<file path="src/sv/ckib_pkg.sv">
// Shared types and constants for the canonical k-mer index builder.
`default_nettype none

package ckib_pkg;

    localparam int unsigned CODE_W      = 16;
    localparam int unsigned ID_W        = 16;
    localparam int unsigned CFG_W       = 4;
    localparam int unsigned TABLE_DEPTH = 65536;
    localparam logic [CFG_W-1:0] CFG_RESET = 4'd8;

    typedef struct packed {
        logic [CODE_W-1:0] fwd;
        logic [CODE_W-1:0] rev;
        logic              fresh;
        logic              last;
        logic              overrun;
    } t_kmer_info;

endpackage

`default_nettype wire

</file>
<file path="src/sv/ckib_kmer.sv">
// K-mer code unit: reverse complement, last code and ordering for one position.
`default_nettype none

module ckib_kmer #(
    parameter int unsigned MAX_KMER_LEN = 8
) (
    input  wire  [2*MAX_KMER_LEN-1:0]  i_pos,
    input  wire  [ckib_pkg::CFG_W-1:0] i_kmer_len,
    output ckib_pkg::t_kmer_info       o_info
);

    localparam int unsigned CW   = 2 * MAX_KMER_LEN;
    localparam int unsigned KW   = $clog2(MAX_KMER_LEN + 1);
    localparam int unsigned CMPW = (KW > ckib_pkg::CFG_W) ? KW : ckib_pkg::CFG_W;
    localparam int unsigned EW   = (CW > ckib_pkg::CODE_W) ? CW : ckib_pkg::CODE_W;

    logic [CMPW-1:0] len_ext;
    logic [KW-1:0]   k_eff;
    logic [KW-1:0]   shift;
    logic [CW-1:0]   full_rev;
    logic [CW-1:0]   rev;
    logic [CW-1:0]   last_code;
    logic [EW-1:0]   fwd_ext;
    logic [EW-1:0]   rev_ext;

    // clamp length into 1..MAX_KMER_LEN
    always_comb begin
        len_ext = CMPW'(i_kmer_len);
        priority if (len_ext == '0) begin
            k_eff = KW'(1);
        end else if (len_ext > CMPW'(MAX_KMER_LEN)) begin
            k_eff = KW'(MAX_KMER_LEN);
        end else begin
            k_eff = KW'(len_ext);
        end
        shift = KW'(MAX_KMER_LEN) - k_eff;
    end

    // complement and mirror all digits, then drop the unused ones
    always_comb begin
        for (int j = 0; j < MAX_KMER_LEN; j++) begin
            full_rev[2*(MAX_KMER_LEN-1-j) +: 2] = ~i_pos[2*j +: 2];
        end
    end

    assign rev       = full_rev >> {shift, 1'b0};
    assign last_code = {CW{1'b1}} >> {shift, 1'b0};
    assign fwd_ext   = EW'(i_pos);
    assign rev_ext   = EW'(rev);

    assign o_info.fwd     = fwd_ext[ckib_pkg::CODE_W-1:0];
    assign o_info.rev     = rev_ext[ckib_pkg::CODE_W-1:0];
    assign o_info.fresh   = (i_pos <= rev);
    assign o_info.last    = (i_pos == last_code);
    assign o_info.overrun = (i_pos > last_code);

endmodule

`default_nettype wire

</file>
<file path="config.mk">
export PLATFORM = sky130hd
export DESIGN_NAME = ckib_kmer
export DESIGN_NICKNAME = d
export VERILOG_FILES = /design/src/sv/ckib_pkg.sv /design/src/sv/ckib_kmer.sv
export SDC_FILE = /design/constraint.sdc
export NUM_CORES = 1
export LEC_CHECK = 0
export ABC_AREA = 0
export BUFFER_PORTS_ARGS = -buffer_cell sky130_fd_sc_hd__buf_2
export CAP_MARGIN = 10
export CORE_MARGIN = 8
export CORE_UTILIZATION = 45
export DETAILED_ROUTE_END_ITERATION = 10
export PLACE_DENSITY_LB_ADDON = 0.08
export SYNTH_ARGS = -nofsm -noshare
export SYNTH_HDL_FRONTEND = slang
export SYNTH_SLANG_ARGS = --single-unit
</file>
<file path="constraint.sdc">
create_clock -name vclk -period 6.01
set_clock_uncertainty 0.1 [all_clocks]
set_input_delay 1.5025 -clock vclk [all_inputs]
set_output_delay 1.5025 -clock vclk [all_outputs]
set_load 0.05 [all_outputs]
</file>
### Word level (Yosys, flattened, before mapping)

Index checks and enable logic that the tools add are counted.

| storage, ports and cells | value |
|---|---|
| register bits after elaboration | 0 |
| latch bits | 0 |
| RAM bits | 0 |
| ROM bits | 0 |
| input port bits | 20 |
| output and inout port bits | 35 |
| word-level logic and storage cells | 18 |
| memories kept | 0 |

| cells by class | value |
|---|---|
| $add $sub $neg | 1 |
| $mul | 0 |
| divide/modulo/power cells | 0 |
| $lt $le $gt $ge | 3 |
| equality and inequality tests | 1 |
| shift operators | 2 |
| multiplexer cells | 2 |
| bitwise operators | 8 |
| reductions and logical operators | 1 |

Operators with widths:

| kind | count |
|---|---|
| $eq 16x16->1 | 1 |
| $gt 16x16->1 | 1 |
| $le 16x16->1 | 1 |
| $not 2->2 | 8 |
| $shr 16x5->16 | 1 |
| $shr 16x5->16 const A | 1 |
| $mux 4 | 2 |
| $gt 4x4->1 const B | 1 |
| $logic_not 4->1 | 1 |
| $sub 4x4->4 const A | 1 |

### Logic depth before layout (Yosys ltp)

Gate-level depths: netlist of run 1.

| depth | value |
|---|---|
| word-level depth | 6 |
| mapped depth | 16 |
| gate-level depth less buffers | 14 |

### Least setup slack after synthesis of run 1

Ideal clock, no wire load.

| timing path | value |
|---|---|
| path kind | input port to output port |
| from | in i_kmer_len[2] (netlist bit) |
| to | out o_info[0] (netlist bit) |
| arrival | 5.833 ns |
| data required time | 4.407 ns |
| slack | -1.426 ns |
| stages | 13 |
| buffers on the path | 3 |
| cells stage by stage | o21ba_1 > or2_1 > buf_6 > buf_4 > ha_1 > xnor2_4 > inv_1 > clkbuf_1 > and2_1 > ha_1 > nand4_1 > nor4_1 > a21oi_1 |

RTL lines:

| what | RTL line | text |
|---|---|---|
| start: declaration | ckib_kmer.sv:8 | `input wire [ckib_pkg::CFG_W-1:0] i_kmer_len,` |
| end: declaration | ckib_kmer.sv:9 | `output ckib_pkg::t_kmer_info o_info` |

==> metrics, run 1 <==
Setup WS pre-CTS=-10.1 ps; # hold bufs at CTS=0; fmax=between 0.15 and 0.2 GHz; DRT Wirelength=between 4 and 5 mm; DR WL/cell=roughly 17 um; vias in the first global route=approximately 1600; worst hold start=i_pos[14]; Leakage=between 0.001 and 0.0015 uW; Ports=55; Port Buf Inserts=55; area grow syn2layout=27.4%; Tcrit/Tclk final=between 90% and 100%; vias per cell=between 5 and 6; Slew Viols, Final=0; CP arrival=4300 ps; proportion of layout cells with a drive suffix above 1=about two fifths; Crit path required time=4410 ps; First DRT Iteration DRCs=about 100; combinational group share of total power=100.0%; Overall Power=322 uW; core box area=between 0.003 and 0.004 sq mm; Hold Path End=o_info[33]; layout net count=296; Critical Path Sink Type=output port; Detail Placement HPWL=~4.0 mm; clock buf count=0; drt drc=0; Fin. Hold Viols=0; post-synthesis sequential area ratio=0%; highest net fanout along the worst path=7; status=finished clean; Final WS setup=roughly 110 ps; worst vdd ir=0.0000599 V; Die ar.=between 0.005 and 0.006 sq mm; Net Count, Synth=roughly 250; GRT overflow=0; TNS Setup=0 ps; sequential share of power=0%; count of sequential standard cells=0; first-pass GRT wire length=between 7 and 8 mm; Avg Cell Area, Syn=7.70 sq um; Tmin final=5900 ps; Clock Power Share=0%; Synth cell types=36; fin util=between 60% and 70%; post-synthesis instance area=0.00147 sq mm; routability cong.=roughly 0.9; final hold slack=around 3200 ps; Via Count=between 1500 and 2000; Syn. warnings=0; initial antenna violation count=0; Power Dens Cells=about 170 mW/mm^2; Net Sw Power=~210 uW; First-pass DRT Iterations=4; Initial Util=between 40 and 50%; post-CTS setup buffer count=0; Hold WC Path Type=in2out; DIE HEIGHT=roughly 73 um; Seq. cell area=0 sq um; crit path launch type=input port; largest net degree at the start of global routing=12; Crit Path Category=in2out; Final Setup Violations=0; ANT cells=0; max cap viols=0; Cell Rows=20; Die Span X=73.2 um; cells after synthesis=between 150 and 200; switching share of power=between 60% and 70%; Hold Crit Depth=2; Final ANT Viol Nets=0; Int Power=between 100 and 150 uW; aggregate global-route resource usage=between 10% and 20%
## per-layer routing
layer | vias up | track usage [%] | part of all wire [%]
met5 | - | 0 | 0
met4 | 0 | 3.33 | 1.9
met3 | 8 | 1.51 | 5.0
met2 | 61 | 30.3 | 49
met1 | 714 | 21.2 | 44
li1 | 781 | - | -
## logic make-up (layout without fill, tap and decap cells)
kind of cell	after synthesis	after routing	synth area share, %
AO/OA/AOI/OAI	42	42	17.9
AND/OR/NAND/NOR	55	55	17.8
buffers and inverters	34	83	13.7
XOR/XNOR	1	1	1.87
other	2	2	0.510
adder cells (fa/ha/maj)	34	34	28.9
multiplexers	23	23	19.4
## cells in the final DEF (no fill, tap or decap), types with 2 or more instances in the layout
cell	n
a21o_1	2
a21oi_1	15
a22o_1	2
a22oi_1	2
a2bb2oi_1	2
buf_2	54
buf_4	15
conb_1	2
ha_1	33
inv_1	9
mux2_2	2
mux2_4	3
mux2i_1	13
mux4_2	3
nand2_1	11
nand2b_1	3
nand3_1	6
nand4_1	6
nor2_1	16
nor3_1	2
nor3_2	2
nor4_4	2
o21a_1	2
o21ai_0	8
o21ai_1	2
or2_1	2
or2_2	2
## stage by stage
step                std cells  instance area, sq um
CTS                       284                  1810
detailed placement        284                  1810
floorplan                 191                  1530
global route              284                  1870
finish                    284                  1870
global placement          284                  1810
## synth_stat cells
cell type | number | share of area [%]
nor3_1 | 4 | 1.4
mux2_4 | 3 | 3.1
buf_6 | 1 | 0.77
clkinv_2 | 1 | 0.34
nor4_1 | 2 | 0.85
a2bb2oi_1 | 2 | 1.2
a221o_1 | 1 | 0.68
o21ba_1 | 1 | 0.68
a21oi_2 | 1 | 0.60
inv_2 | 1 | 0.25
a21oi_1 | 16 | 5.4
mux4_2 | 3 | 4.6
ha_1 | 34 | 29
buf_2 | 1 | 0.34
a22o_1 | 2 | 1.2
a21o_1 | 3 | 1.5
mux2i_1 | 15 | 10
nand4_1 | 6 | 2.6
xnor2_4 | 1 | 1.9
conb_1 | 2 | 0.51
clkbuf_1 | 3 | 0.77
and2_1 | 1 | 0.43
buf_4 | 17 | 8.7
or2_2 | 2 | 0.85
nor2_1 | 16 | 4.1
a22oi_1 | 2 | 1.0
inv_1 | 10 | 2.6
a211oi_1 | 1 | 0.51
nand2b_1 | 3 | 1.3
nand2_1 | 12 | 3.1
nand3_1 | 6 | 2.0
o21ai_0 | 10 | 3.4
or2_1 | 3 | 1.3
mux2_2 | 2 | 1.5
a221oi_1 | 1 | 0.60
o21a_1 | 2 | 1.0
## worst max path at each step
stage                     slack [ps]         to  cells after the start           from
after detailed placement         -10  o_info[2]                     16  i_kmer_len[2]
after CTS                         50  o_info[2]                     16  i_kmer_len[2]
after global routing             -40  o_info[2]                     15  i_kmer_len[2]
after global placement            80  o_info[2]                     16  i_kmer_len[2]
after floorplan                   20  o_info[0]                     13  i_kmer_len[2]
final                            110  o_info[2]                     12  i_kmer_len[2]
## power by group through the flow
stage          logic [uW]  clock network [uW]  registers (uW)
2_1_floorplan         233                   0               0
3_3_place_gp          300                   0               0
3_5_place_dp          307                   0               0
4_1_cts               309                   0               0
5_1_grt               348                   0               0
6_report              322                   0               0
## repair_timing
item,4_1_cts,5_1_grt
resized for setup,1,16
setup endpoints to repair,1,1
pin swaps,0,1
cloned,0,0
## critical path, cell delays in order
cell and delay [ps]:
buf_2 110, o21ba_1 190, or2_4 250, ha_4 340
mux4_2 530, mux2_2 290, ha_1 290, nand2_1 60
o21ai_0 250, a211oi_2 110, a21o_2 210, buf_8 150
## final cells by class
| cell class | count | area, sq um |
|---|---|---|
| repair buffers | 71 | 409 |
| multi-input cells | 157 | 1360 |
| well taps | 44 | 55.1 |
| fillers | 291 | 1200 |
| inverters | 12 | 48.8 |
(Power assumes the default switching activity.)
==> run 2: changes to the inputs <==
Settings changed: BUFFER_PORTS_ARGS -buffer_cell sky130_fd_sc_hd__buf_2 to -buffer_cell sky130_fd_sc_hd__clkbuf_2.
==> metrics, run 2 (same netlist as run 1, synthesis figures left out) <==
commonest non-fill, non-tap cell in the layout=clkbuf_2; layout net count=295 (-0.34%); most frequent cells in the layout=clkbuf_2 (52), ha_1 (33), nor2_1 (16); GRT overflow=0 (unchanged); fin cells=283 (-0.35%); count of sequential standard cells=0 (unchanged); Fin. Hold Viols=0 (unchanged); Initial Util=47.8% (unchanged); Via Count=1592 (+1.8%); DR WL/cell=16.3 um (-1.3%); worst vdd ir=0.0000678 V (+13%); aggregate global-route resource usage=17.2% (+0.20 points); Leakage=0.00101 uW (-0.40%); status=finished clean; Detail Placement HPWL=3.97 mm (-1.2%); Fill cells=308 (+5.8%); fmax=0.168 GHz (-0.91%); routability cong.=0.954 (+3.9%); Final Setup Violations=0 (unchanged); DIE HEIGHT=73.2 um (unchanged); RSZ-0062 raised after global routing=yes; first-pass GRT wire length=7.55 mm (+0.83%); fin util=60.4% (-0.49 points); clock buf count=0 (unchanged); Power Dens Cells=170 mW/mm^2 (-1.2%); Setup WS pre-CTS=-62.1 ps (-52.0 ps); ANT cells=0 (unchanged); crit path launch type=input port; Critical Path Max Stage Delay=330 ps (-200 ps); # hold bufs at CTS=0 (unchanged); CP arrival=4350 ps (+50 ps); Hold WC Path Type=in2out; drt drc=0 (unchanged); Hold Crit Depth=2 (unchanged); Bufs and invs on worst path=3 (+1); highest net fanout along the worst path=9 (+2); Largest delay share family, worst path=compound AO/OA/AOI/OAI gates; max cap viols=0 (unchanged); largest net degree at the start of global routing=12 (unchanged); vias in the first global route=1637 (+1.7%); initial antenna violation count=0 (unchanged); Ports=55 (unchanged); Hold Path End=o_info[19]; vias per cell=5.63 (+2.1%); Cell Rows=20 (unchanged); placed cell count=282 (-0.70%); Port Buf Inserts=55 (unchanged); First DRT Iteration DRCs=69 (-32%); Seq. cell area=0 sq um (unchanged); Die ar.=0.00536 sq mm (unchanged); Final ANT Viol Nets=0 (unchanged); critical path's slowest cell=a221o_1; Crit path required time=4410 ps (about the same); Crit Path Category=in2out; design area=0.00186 sq mm (-0.80%); DRT Wirelength=4.62 mm (-1.7%); First-pass DRT Iterations=4 (unchanged); Critical Path, Cell by Cell=clkbuf_2, o21ba_1, or2_4, ha_4, xnor2_4, buf_4, o21ai_0, a22o_1, ha_1, nand2_1, o21ai_1, a221o_1, a211oi_2, a21o_2, buf_12; proportion of layout cells with a drive suffix above 1=39.7% (-1.1 points); Placed Area=0.00182 sq mm (+0.83%); Critical Path Sink Type=output port; core box area=0.00308 sq mm (unchanged); Final WS setup=57.6 ps (-54.1 ps); worst hold start=i_pos[0]; Slew Viols, Final=0 (unchanged); area grow syn2layout=26.4%; Tcrit/Tclk final=99.0% (+0.90 points); Die Span X=73.2 um (unchanged); Tmin final=5950 ps (+54.1 ps)
## run 2: cell count changes in the layout (fill, tap and decap cells not counted), sizes merged
cell    delta
clkbuf    +52
buf       -53
## run 2: what timing repair did
item,4_1_cts,5_1_grt
buffers inserted,0,1
setup endpoints to repair,1,2
gates resized for setup,1,9
pin swaps,0,1
## run 2: final cells by class
cell class	count	area, sq um	area share, %
timing repair buffer	70	418	22.5
multi-input combinational	157	1340	72.1
inverter	12	46.3	2.49
tap	44	55.1	2.96
## run 2: how the worst max path moves through the flow
stage | startpoint | endpoint | slack [ps] | depth (start not counted)
after floorplan | i_kmer_len[2] | o_info[0] | 20 | 13
after global placement | i_kmer_len[2] | o_info[2] | -10 | 15
after detailed placement | i_kmer_len[2] | o_info[2] | -60 | 16
after CTS | i_kmer_len[2] | o_info[2] | 10 | 16
after global routing | i_kmer_len[2] | o_info[2] | -60 | 15
final | i_kmer_len[2] | o_info[2] | 60 | 15
## run 2: report_power, final
part           internal (uW)  switching [uW]
logic                    111             205
registers                  0               0
clock network              0               0
total                    111             205
## run 2: layer usage
| layer | up-vias | share of wire (%) | GRT usage, % |
|---|---|---|---|
| met4 | 0 | 3.2 | 5.56 |
| met3 | 12 | 6.5 | 2.06 |
| met1 | 729 | 44 | 19.6 |
| met2 | 69 | 46 | 31.7 |
| li1 | 782 | - | - |
| met5 | - | 0 | 0 |
## run 2: per-stage QoR
| stage | TNS [ps] | power, uW | hold WS (ps) |
|---|---|---|---|
| floorplan | 0 | 233 | 3070 |
| global placement | -13.9 | 303 | 3250 |
| detailed placement | -62.1 | 310 | 3260 |
| CTS | 0 | 311 | 3260 |
| global route | -60.5 | 341 | 3280 |
| finish | 0 | 316 | 3270 |
